File: config.mk
export PLATFORM = sky130hd
export DESIGN_NAME = fm_chip_timer_register_port_top
export DESIGN_NICKNAME = d
export VERILOG_FILES = /design/src/sv/fmtmr_pkg.sv /design/src/sv/fm_chip_timer_register_port_top.sv
export SDC_FILE = /design/constraint.sdc
export NUM_CORES = 2
export LEC_CHECK = 0
export BUFFER_PORTS_ARGS = -buffer_cell sky130_fd_sc_hd__buf_4
export CAP_MARGIN = 30
export CORE_MARGIN = 2
export CORE_UTILIZATION = 26
export DETAILED_ROUTE_END_ITERATION = 8
export PLACE_DENSITY = 0.43
export SETUP_SLACK_MARGIN = 0.05
export SYNTH_ARGS = -nofsm -noshare
export SYNTH_HDL_FRONTEND = slang
export SYNTH_SLANG_ARGS = --single-unit
File: constraint.sdc
create_clock -name aclk -period 10.8 [get_ports aclk]
set_input_delay 2.16 -clock aclk [delete_from_list [all_inputs] [get_ports aclk]]
set_output_delay 2.16 -clock aclk [all_outputs]
set_load 0.005 [all_outputs]
File: src/sv/fmtmr_pkg.sv
package fmtmr_pkg;

    // command codes on s_tuser
    typedef enum logic [2:0] {
        CMD_ADDR      = 3'd0,
        CMD_ADDR_HI   = 3'd1,
        CMD_DATA      = 3'd2,
        CMD_STATUS    = 3'd3,
        CMD_STATUS_HI = 3'd4,
        CMD_TICK      = 3'd5
    } cmd_t;

    // result kinds on m_tuser
    typedef enum logic {
        KIND_STATUS = 1'b0,
        KIND_FWD    = 1'b1
    } kind_t;

    // configuration register indexes
    localparam logic CFG_T1_TICK = 1'b0;
    localparam logic CFG_T2_TICK = 1'b1;

    localparam int TICK_W  = 10;
    localparam int COUNT_W = 8;
    localparam int REG_W   = 9;
    localparam int SPAN_W  = 19;   // (256 - count) * tick, at most 256 * 1023

    localparam logic [TICK_W-1:0] T1_TICK_RESET = 10'd80;
    localparam logic [TICK_W-1:0] T2_TICK_RESET = 10'd320;

    // chip register numbers
    localparam logic [REG_W-1:0] REG_T1_COUNT = 9'h002;
    localparam logic [REG_W-1:0] REG_T2_COUNT = 9'h003;
    localparam logic [REG_W-1:0] REG_TIMER_CTL = 9'h004;
    localparam logic [REG_W-1:0] REG_MODE     = 9'h105;
    localparam logic [REG_W-1:0] HIGH_BANK    = 9'h100;

    // timer control bits
    localparam int CTL_RESET_BIT = 7;
    localparam int CTL_MASK1_BIT = 6;
    localparam int CTL_MASK2_BIT = 5;
    localparam int CTL_ST1_BIT   = 0;
    localparam int CTL_ST2_BIT   = 1;

    // status bits
    localparam logic [7:0] STAT_ANY  = 8'h80;
    localparam logic [7:0] STAT_T1   = 8'h40;
    localparam logic [7:0] STAT_T2   = 8'h20;
    localparam logic [7:0] STAT_HIGH = 8'hff;

    // time to expiry for a count at a given tick period
    function automatic logic [SPAN_W-1:0] span_of(input logic [COUNT_W-1:0] count,
                                                  input logic [TICK_W-1:0] tick);
        logic [COUNT_W:0] left;
        left = 9'd256 - {1'b0, count};
        return SPAN_W'(left) * SPAN_W'(tick);
    endfunction

endpackage

File: src/sv/fm_chip_timer_register_port_top.sv
// Register front end of an FM sound chip with its two interval timers.
// Input stream (s_*): one transfer per bus access or time tick. s_tuser is the
// command (address write, high-bank address write, data write, status read,
// high-bank status read, tick); s_tdata carries the port byte and the elapsed
// microseconds of a tick.
// Result stream (m_*): status reads give a status byte (kind 0); data writes
// to any register other than the timer counts and timer control are passed on
// as register/data pairs (kind 1). Address writes, timer writes and ticks give
// no result.
// Config port: cfg_wr_en/cfg_index/cfg_wdata set the tick period of each timer
// in microseconds; write only while the stream is idle.
// Timing: a result passes through the input register, then the result
// register, and is held there until m_tready.
// Throughput: one transfer per cycle unless a held result stalls it; per item
// there are small timer-span multiplies and TIME_BITS-wide adds and compares.
// Reset (aresetn low, synchronous): clock, timers, address latch and mode flag
// clear, tick periods return to 80 and 320 us, both streams empty.
// Stall: a held result keeps the input register full, so s_tready drops only
// when the pending item itself must produce a result; items with no result
// keep flowing.
module fm_chip_timer_register_port_top
    import fmtmr_pkg::*;
#(
    parameter int TIME_BITS = 64
) (
    input  logic        aclk,
    input  logic        aresetn,

    input  logic        s_tvalid,
    output logic        s_tready,
    input  logic [23:0] s_tdata,    // [7:0] value, [23:8] elapsed_us
    input  logic [2:0]  s_tuser,    // [2:0] command

    output logic        m_tvalid,
    input  logic        m_tready,
    output logic [31:0] m_tdata,    // [7:0] status_byte, [16:8] fwd_register,
                                    // [24:17] fwd_data, [25] four_op_mode, rest 0
    output logic        m_tuser,    // [0] kind

    input  logic        cfg_wr_en,
    input  logic        cfg_index,
    input  logic [9:0]  cfg_wdata
);

    // configuration
    logic [TICK_W-1:0] tick1_reg, tick2_reg;

    // input stage
    logic               in_valid_reg, in_valid_next;
    logic [2:0]         cmd_reg;
    logic [7:0]         value_reg;
    logic [15:0]        elapsed_reg;
    logic [SPAN_W-1:0]  span_v1_reg, span_v2_reg;   // spans for the item's byte

    // chip state
    logic [REG_W-1:0]     addr_reg, addr_next;
    logic                 ext_mode_reg, ext_mode_next;
    logic [TIME_BITS-1:0] now_reg, now_next;
    logic [COUNT_W-1:0]   t1_count_reg, t1_count_next, t2_count_reg, t2_count_next;
    logic                 t1_on_reg, t1_on_next, t2_on_reg, t2_on_next;
    logic [TIME_BITS-1:0] t1_dl_reg, t1_dl_next, t2_dl_reg, t2_dl_next;
    logic [SPAN_W-1:0]    span_c1_reg, span_c2_reg;   // spans for stored counts

    // result stage
    logic        out_valid_reg, out_valid_next;
    logic        kind_reg, kind_next;
    logic [7:0]  status_reg, status_next;
    logic [8:0]  fwd_reg_reg, fwd_reg_next;
    logic [7:0]  fwd_data_reg, fwd_data_next;
    logic        four_op_reg, four_op_next;

    logic has_result, advance, in_xfer;
    logic [TIME_BITS-1:0] dl1_val, dl2_val, dl1_cnt, dl2_cnt;
    logic [7:0] stat_calc;

    assign in_xfer = s_tvalid && s_tready;

    // does the pending item produce a result
    always_comb begin
        has_result = 1'b0;
        unique case (cmd_reg)
            CMD_STATUS, CMD_STATUS_HI: has_result = 1'b1;
            CMD_DATA: has_result = (addr_reg != REG_T1_COUNT) &&
                                   (addr_reg != REG_T2_COUNT) &&
                                   (addr_reg != REG_TIMER_CTL);
            default: has_result = 1'b0;
        endcase
    end

    assign advance  = in_valid_reg && (!has_result || !out_valid_reg || m_tready);
    assign s_tready = !in_valid_reg || advance;

    assign dl1_val = now_reg + TIME_BITS'(span_v1_reg);
    assign dl2_val = now_reg + TIME_BITS'(span_v2_reg);
    assign dl1_cnt = now_reg + TIME_BITS'(span_c1_reg);
    assign dl2_cnt = now_reg + TIME_BITS'(span_c2_reg);

    always_comb begin
        stat_calc = '0;
        if (t1_on_reg && (now_reg > t1_dl_reg)) stat_calc = stat_calc | STAT_ANY | STAT_T1;
        if (t2_on_reg && (now_reg > t2_dl_reg)) stat_calc = stat_calc | STAT_ANY | STAT_T2;
    end

    // item processing
    always_comb begin
        addr_next     = addr_reg;
        ext_mode_next = ext_mode_reg;
        now_next      = now_reg;
        t1_count_next = t1_count_reg;
        t2_count_next = t2_count_reg;
        t1_on_next    = t1_on_reg;
        t2_on_next    = t2_on_reg;
        t1_dl_next    = t1_dl_reg;
        t2_dl_next    = t2_dl_reg;
        kind_next     = kind_reg;
        status_next   = status_reg;
        fwd_reg_next  = fwd_reg_reg;
        fwd_data_next = fwd_data_reg;
        four_op_next  = four_op_reg;

        if (advance) begin
            unique case (cmd_reg)
                CMD_ADDR:    addr_next = {1'b0, value_reg};
                CMD_ADDR_HI: addr_next = HIGH_BANK | {1'b0, value_reg};
                CMD_TICK:    now_next  = now_reg + TIME_BITS'(elapsed_reg);
                CMD_STATUS_HI: begin
                    kind_next     = KIND_STATUS;
                    status_next   = STAT_HIGH;
                    fwd_reg_next  = '0;
                    fwd_data_next = '0;
                    four_op_next  = ext_mode_reg;
                end
                CMD_STATUS: begin
                    kind_next     = KIND_STATUS;
                    status_next   = stat_calc;
                    fwd_reg_next  = '0;
                    fwd_data_next = '0;
                    four_op_next  = ext_mode_reg;
                end
                CMD_DATA: begin
                    if (addr_reg == REG_T1_COUNT) begin
                        t1_count_next = value_reg;
                        if (t1_on_reg) t1_dl_next = dl1_val;
                    end else if (addr_reg == REG_T2_COUNT) begin
                        t2_count_next = value_reg;
                        if (t2_on_reg) t2_dl_next = dl2_val;
                    end else if (addr_reg == REG_TIMER_CTL) begin
                        if (value_reg[CTL_RESET_BIT]) begin
                            t1_on_next = 1'b0;
                            t2_on_next = 1'b0;
                        end else begin
                            if (!value_reg[CTL_MASK1_BIT]) begin
                                t1_on_next = value_reg[CTL_ST1_BIT];
                                if (value_reg[CTL_ST1_BIT]) t1_dl_next = dl1_cnt;
                            end
                            if (!value_reg[CTL_MASK2_BIT]) begin
                                t2_on_next = value_reg[CTL_ST2_BIT];
                                if (value_reg[CTL_ST2_BIT]) t2_dl_next = dl2_cnt;
                            end
                        end
                    end else begin
                        if (addr_reg == REG_MODE) ext_mode_next = value_reg[0];
                        kind_next     = KIND_FWD;
                        status_next   = '0;
                        fwd_reg_next  = addr_reg;
                        fwd_data_next = value_reg;
                        four_op_next  = (addr_reg == REG_MODE) ? value_reg[0] : ext_mode_reg;
                    end
                end
                default: ;  // unused codes are dropped
            endcase
        end
    end

    always_comb begin
        if (in_xfer)      in_valid_next = 1'b1;
        else if (advance) in_valid_next = 1'b0;
        else              in_valid_next = in_valid_reg;

        if (advance && has_result) out_valid_next = 1'b1;
        else if (m_tready)         out_valid_next = 1'b0;
        else                       out_valid_next = out_valid_reg;
    end

    // control and chip state
    always_ff @(posedge aclk) begin
        if (!aresetn) begin
            tick1_reg     <= T1_TICK_RESET;
            tick2_reg     <= T2_TICK_RESET;
            in_valid_reg  <= 1'b0;
            out_valid_reg <= 1'b0;
            addr_reg      <= '0;
            ext_mode_reg  <= 1'b0;
            now_reg       <= '0;
            t1_count_reg  <= '0;
            t2_count_reg  <= '0;
            t1_on_reg     <= 1'b0;
            t2_on_reg     <= 1'b0;
            t1_dl_reg     <= '0;
            t2_dl_reg     <= '0;
        end else begin
            if (cfg_wr_en) begin
                unique case (cfg_index)
                    CFG_T1_TICK: tick1_reg <= cfg_wdata;
                    CFG_T2_TICK: tick2_reg <= cfg_wdata;
                endcase
            end
            in_valid_reg  <= in_valid_next;
            out_valid_reg <= out_valid_next;
            addr_reg      <= addr_next;
            ext_mode_reg  <= ext_mode_next;
            now_reg       <= now_next;
            t1_count_reg  <= t1_count_next;
            t2_count_reg  <= t2_count_next;
            t1_on_reg     <= t1_on_next;
            t2_on_reg     <= t2_on_next;
            t1_dl_reg     <= t1_dl_next;
            t2_dl_reg     <= t2_dl_next;
        end
    end

    // payload: input item, precomputed spans, result
    always_ff @(posedge aclk) begin
        if (in_xfer) begin
            cmd_reg     <= s_tuser;
            value_reg   <= s_tdata[7:0];
            elapsed_reg <= s_tdata[23:8];
            span_v1_reg <= span_of(s_tdata[7:0], tick1_reg);
            span_v2_reg <= span_of(s_tdata[7:0], tick2_reg);
        end
        // registered from the next counts, so it changes in the same cycle as the stored counts
        span_c1_reg  <= span_of(t1_count_next, tick1_reg);
        span_c2_reg  <= span_of(t2_count_next, tick2_reg);
        kind_reg     <= kind_next;
        status_reg   <= status_next;
        fwd_reg_reg  <= fwd_reg_next;
        fwd_data_reg <= fwd_data_next;
        four_op_reg  <= four_op_next;
    end

    assign m_tvalid = out_valid_reg;
    assign m_tuser  = kind_reg;
    assign m_tdata  = {6'd0, four_op_reg, fwd_data_reg, fwd_reg_reg, status_reg};

endmodule
[Word level (Yosys, flattened, before mapping)]
Cells that the tools add are included.
Operators by class
  add/subtract/negate cells: 8
  bitwise gates (word level): 4
  multiplexer cells: 53
  magnitude comparators: 2
  $mul: 4
  reduce and logical (&&, ||, !) cells: 35
  equality and inequality tests: 24
Operators by type and width (number)
  $mux 64: 13
  $add 64x19->64: 4
  $gt 64x64->1: 2
  $mux 8: 15
  $mul 9x10->19: 4
  $add 64x16->64: 1
  $pmux 9 s2: 2
  $mux 9: 3
  $sub 9x8->9 const A: 3
  $pmux 8 s3: 1
  $eq 9x2->1 const B: 2
  $ne 9x2->1 const B: 2
  $pmux 8 s2: 1
  $reduce_and 8->1: 2
  $reduce_bool 2->1: 8
  $mux 1: 15
  $reduce_and 5->1: 3
  $ne 2x1->1 const B: 6
  $ne 2x2->1 const B: 6
  $reduce_and 6->1: 2
  $eq 9x3->1 const B: 1
  $eq 9x9->1 const B: 1
  $ne 9x3->1 const B: 1
  $reduce_and 2->1: 4
  11 further kinds: 28
Word-level totals
  input bits: 43
  register bits: 372
  output and inout bits: 35

[Longest topological paths before layout]
  word-level depth: 11
  gate-level depth with buffers: 32
  depth with buffers taken out: 28

[Worst setup path after synthesis]
OpenSTA, ideal clock, no wires.
  path type: in2reg
  from: in m_tready
  to: reg span_c2_reg[18]
  stages: 23
  setup slack: 2.925 ns
  data arrival time: 7.759 ns
  library setup time: 0.116 ns
  path through: nand2b_1 o21ai_2 nor2_1 mux2i_1 ha_1 nand3b_1 xnor2_1 mux2i_1 nand2_1 fa_1 fa_1 inv_1 fa_1 inv_1 fa_1 inv_1 ha_1 a21boi_0 o41ai_1 o21ai_0 or4_1 a2111o_1 o211a_1
On the way
  cells in the longest elaborated chain, start to end: 5
Ends and longest elaborated chain
  start: declaration: line fm_chip_timer_register_port_top.sv:35  | input logic m_tready,
  $logic_or 1x1->1: line fm_chip_timer_register_port_top.sv:90  | assign advance = in_valid_reg && (!has_result || !out_valid_reg || m_tready);
  $logic_and 1x1->1: line fm_chip_timer_register_port_top.sv:90
  $mux 8: line fm_chip_timer_register_port_top.sv:121  | if (advance) begin
  $sub 9x8->9: line fmtmr_pkg.sv:55  | left = 9'd256 - {1'b0, count};
  $mul 9x10->19: line fmtmr_pkg.sv:56  | return SPAN_W'(left) * SPAN_W'(tick);
  end signal: assignment: line fm_chip_timer_register_port_top.sv:233  | span_c2_reg <= span_of(t2_count_next, tick2_reg);
  end: declaration: line fm_chip_timer_register_port_top.sv:62  | logic [SPAN_W-1:0] span_c1_reg, span_c2_reg;
Every way passes these cells.
A chain may end at the register's enable or synchronous reset.

[Final worst setup path]
  from: reg addr_reg[3]
  to: reg span_c2_reg[18]
On the way
  cells in the longest elaborated chain, start to end: 11
Ends and longest elaborated chain
  start: declaration: line fm_chip_timer_register_port_top.sv:56  | logic [REG_W-1:0] addr_reg, addr_next;
  start signal: assignment: line fm_chip_timer_register_port_top.sv:210  | addr_reg <= addr_next;
  $ne 9x2->1 (on tied branches): line fm_chip_timer_register_port_top.sv:83, fm_chip_timer_register_port_top.sv:84
  $logic_and 1x1->1: line fm_chip_timer_register_port_top.sv:83  | CMD_DATA: has_result = (addr_reg != REG_T1_COUNT) &&
  $logic_and 1x1->1: line fm_chip_timer_register_port_top.sv:84  | (addr_reg != REG_T2_COUNT) &&
  $pmux 1 s2: line fm_chip_timer_register_port_top.sv:81  | unique case (cmd_reg)
  $logic_not 1->1: line fm_chip_timer_register_port_top.sv:90
  $logic_or 1x1->1 (2 in a row): line fm_chip_timer_register_port_top.sv:90
  $logic_and 1x1->1: line fm_chip_timer_register_port_top.sv:90
  $mux 8 *: line fm_chip_timer_register_port_top.sv:121
  $sub 9x8->9 *: line fmtmr_pkg.sv:55
  $mul 9x10->19 *: line fmtmr_pkg.sv:56
Every way passes the cells marked *; elsewhere a longest branch is shown, timed or not.

==> out/metrics.yaml <==
outcome: "complete, no violations"
ios: 78
min_to: "t2_dl_reg[7]"
hold_depth: 2
drive_gt1_share_pct: 8.23
grt_pass1_vias: 26700
cp.arrival_ns: 8.85
post_cts_resized: 0
final_cell_area_um2: 37100
slowest_delay_ns: 0.72
synth.distinct_cells: 94
fillers: 13500
final_cells: 5502
worstMarginPinSlew_ns: 1.06
cts_inserted_buffers: 48
grt.busiest_layer: "met2"
cts.hold.buffers_added: 0
syn_inst: 3837
leakage_nw: 16.0
use_met3_pct: 1.91
seq_area_frac_synth_pct: 24.9
reg2reg_setup_slack_ns: 2.45
syn-mean-instance-area_um2: 8.63
ir_drop_mv: 0.107
grt_max_degree: 86
hpwl_um: 74800
first_pass_iters: 5
vias_per_cell: 4.77
clk_path_buf_depth: 3
initial_core_util_pct: 26.3
hold_path_class: "flip-flop to flip-flop"
crit-reg2reg-launch: "addr_reg[3]"
grt_use_met1_pct: 21.2
worstRegToRegCells: 24
power_density_nw_per_um2: 105
ys_seq_elements: 368
post-route-min-period_ns: 8.35
io_buffers: 71
grt_overflow: 0
final_common_cell: "inv_1"
drv_slew: 0
gp_congestion: 0.818
synth_ff_type: "dfxtp_1"
worstPathRequired_ns: 11.30
max_freq_mhz: 120
wl_um: 102000
num_vias: 26300
cp_max_fo: 13
synth_area_um2: 33100
post_cts_buffers: 0
htree_levels: 2
rsz0062_at_grt: "false"
die-area_um2: 130000
final_cell_mix: "467 x inv_1, 416 x nand2_1, 341 x ha_1, 280 x dfxtp_1, 231 x fa_1"
cts_tree: "done"
min_period_over_period_pct: 77.3
cp_cell_sequence: "or4_1, nor4_2, nand3_1, mux2_2, inv_1, ha_1, xor2_1, nand2_1, fa_1, inv_1, fa_1, ha_1, inv_1, fa_1, inv_1, ha_1, nor2b_1, o21ai_0, a21boi_0, o41ai_1, o21ai_0, or4_1, a2111o_1, o211a_1"
wl_per_cell_um: 18.5
grt_pass1_wl_um: 160000
clock_sinks: 368
finalSetupTns_ns: 0
crit_path_top_delay_cell: "xor2_1"
fp.coreArea_um2: 126000
crit_type: "flip-flop to flip-flop"
clk_latency_ns: 0.62
place_area_um2: 35400
grt_use_met2_pct: 26.3
synth_edf_count: 88
hp-start: "t2_dl_reg[7]"
multi_input_area_um2: 22300
remaining_drc_errors: 0
drt_iter0_markers: 1659
startpoint_type: "flip-flop"
cap_violations: 0
timing.slew.headroom_pct: 28.5
r2r-end: "span_c2_reg[18]"
fp.dieH_um: 361
dp_cells: 5409
root_buffer: "clkbuf_16"
antenna_found_initial: 1
die_w_um: 361
async_flop_share_pct: 0
finish.utilization_pct: 29.4
clk_pin_slew_worst_paths_ns: 0.06
track_usage_pct: 15.6
syn_to_final_growth_pct: 11.9
finalSetupViolCount: 0
register_area_um2: 8250
rows: 130
fin_nets: 4426
cp_common_cell: "inv_1"
ant_nets: 0
yosysWarningCount: 0
skew_ns: 0.0200
crit_path_end_kind: "flip-flop"
final-hold-violation-count: 0
==> Yosys cell counts (23+ instances only) <==
cell	n	area share, %
nor2_1	201	2.3
nor4_1	38	0.72
nand2_1	416	4.7
inv_1	467	5.3
dfxtp_1	280	17
mux2i_1	53	1.6
a21o_1	72	1.6
o21ai_0	120	1.8
and2_1	171	3.2
nand2b_1	43	0.81
nand4_1	55	1.0
nor2b_1	54	1.0
a21oi_1	201	3.0
nor3_1	92	1.4
edfxtp_1	88	8.0
clkbuf_1	161	1.8
ha_1	341	13
a211oi_1	48	1.1
and3_1	37	0.70
fa_1	231	14
xor2_1	36	0.95
xnor2_1	136	3.6
nand3_1	77	1.2
buf_2	23	0.35
or3_1	53	1.0
mux2_2	40	1.4
a311oi_1	34	0.90
==> through the flow <==
step | setup slack [ns] | power [W] | hold WS, ns
detailed placement | 1.83 | 0.00223 | 0.445
floorplan | 2.92 | 0.00201 | 0.432
global route | 2.03 | 0.00411 | 0.467
finish | 2.45 | 0.00390 | 0.446
CTS | 2.46 | 0.00397 | 0.451
global placement | 1.84 | 0.00222 | 0.440
==> routing by layer <==
metal  share of wire [%]  vias to the layer above  wire length (um)
li1                    -                    12900                 -
met1                  48                    12900             48700
met2                  47                      408             47600
met3                 3.4                      119              3440
met4                 1.9                        0              1960
met5                   0                        -                 0
==> power breakdown <==
part	switching, W	internal (W)
clock	0.000688	0.00103
sequential	0.0000535	0.00149
combinational	0.000379	0.000265
total	0.00112	0.00278
==> cell families after synthesis <==
| kind of cell | share of synthesized area (%) |
|---|---|
| AOI/OAI and AO/OA | 12.1 |
| xor gates and xnor gates | 4.78 |
| adders and majority gates | 26.8 |
| buffers and inverters | 8.14 |
| DFF | 24.9 |
| muxes | 3.00 |
| other | 0.0113 |
| and+or+nand+nor | 20.2 |
==> critical path, delay by kind of cell (launching register included) <==
kind            cells  cell delay [ns]
fa+ha+maj           6             2.38
mux                 1             0.59
xor+xnor            1             0.72
simple gates        6             2.44
compound gates      6             1.51
flops               1             0.32
buf+inv             4             0.25
==> worst max-delay path by stage <==
stage          cells after the start  slack (ns)         from              end
2_1_floorplan                     23        2.92     m_tready  span_c2_reg[18]
3_3_place_gp                      24        1.84     m_tready  span_c2_reg[18]
3_5_place_dp                      24        1.83     m_tready  span_c2_reg[18]
4_1_cts                           24        2.46  addr_reg[3]  span_c2_reg[18]
5_1_grt                           24        2.03  addr_reg[3]  span_c2_reg[18]
6_report                          24        2.45  addr_reg[3]  span_c2_reg[18]
==> cell type report <==
cell class | count | area share, %
Multi-Input combinational cell | 2794 | 60.1
Sequential cell | 368 | 22.2
Tap cell | 1650 | 5.57
Inverter | 468 | 4.75
Clock buffer | 65 | 3.68
Timing Repair Buffer | 131 | 2.80
Clock inverter | 24 | 0.793
Antenna cell | 2 | 0.0135
Note: power is estimated with default switching activity, not from simulation.
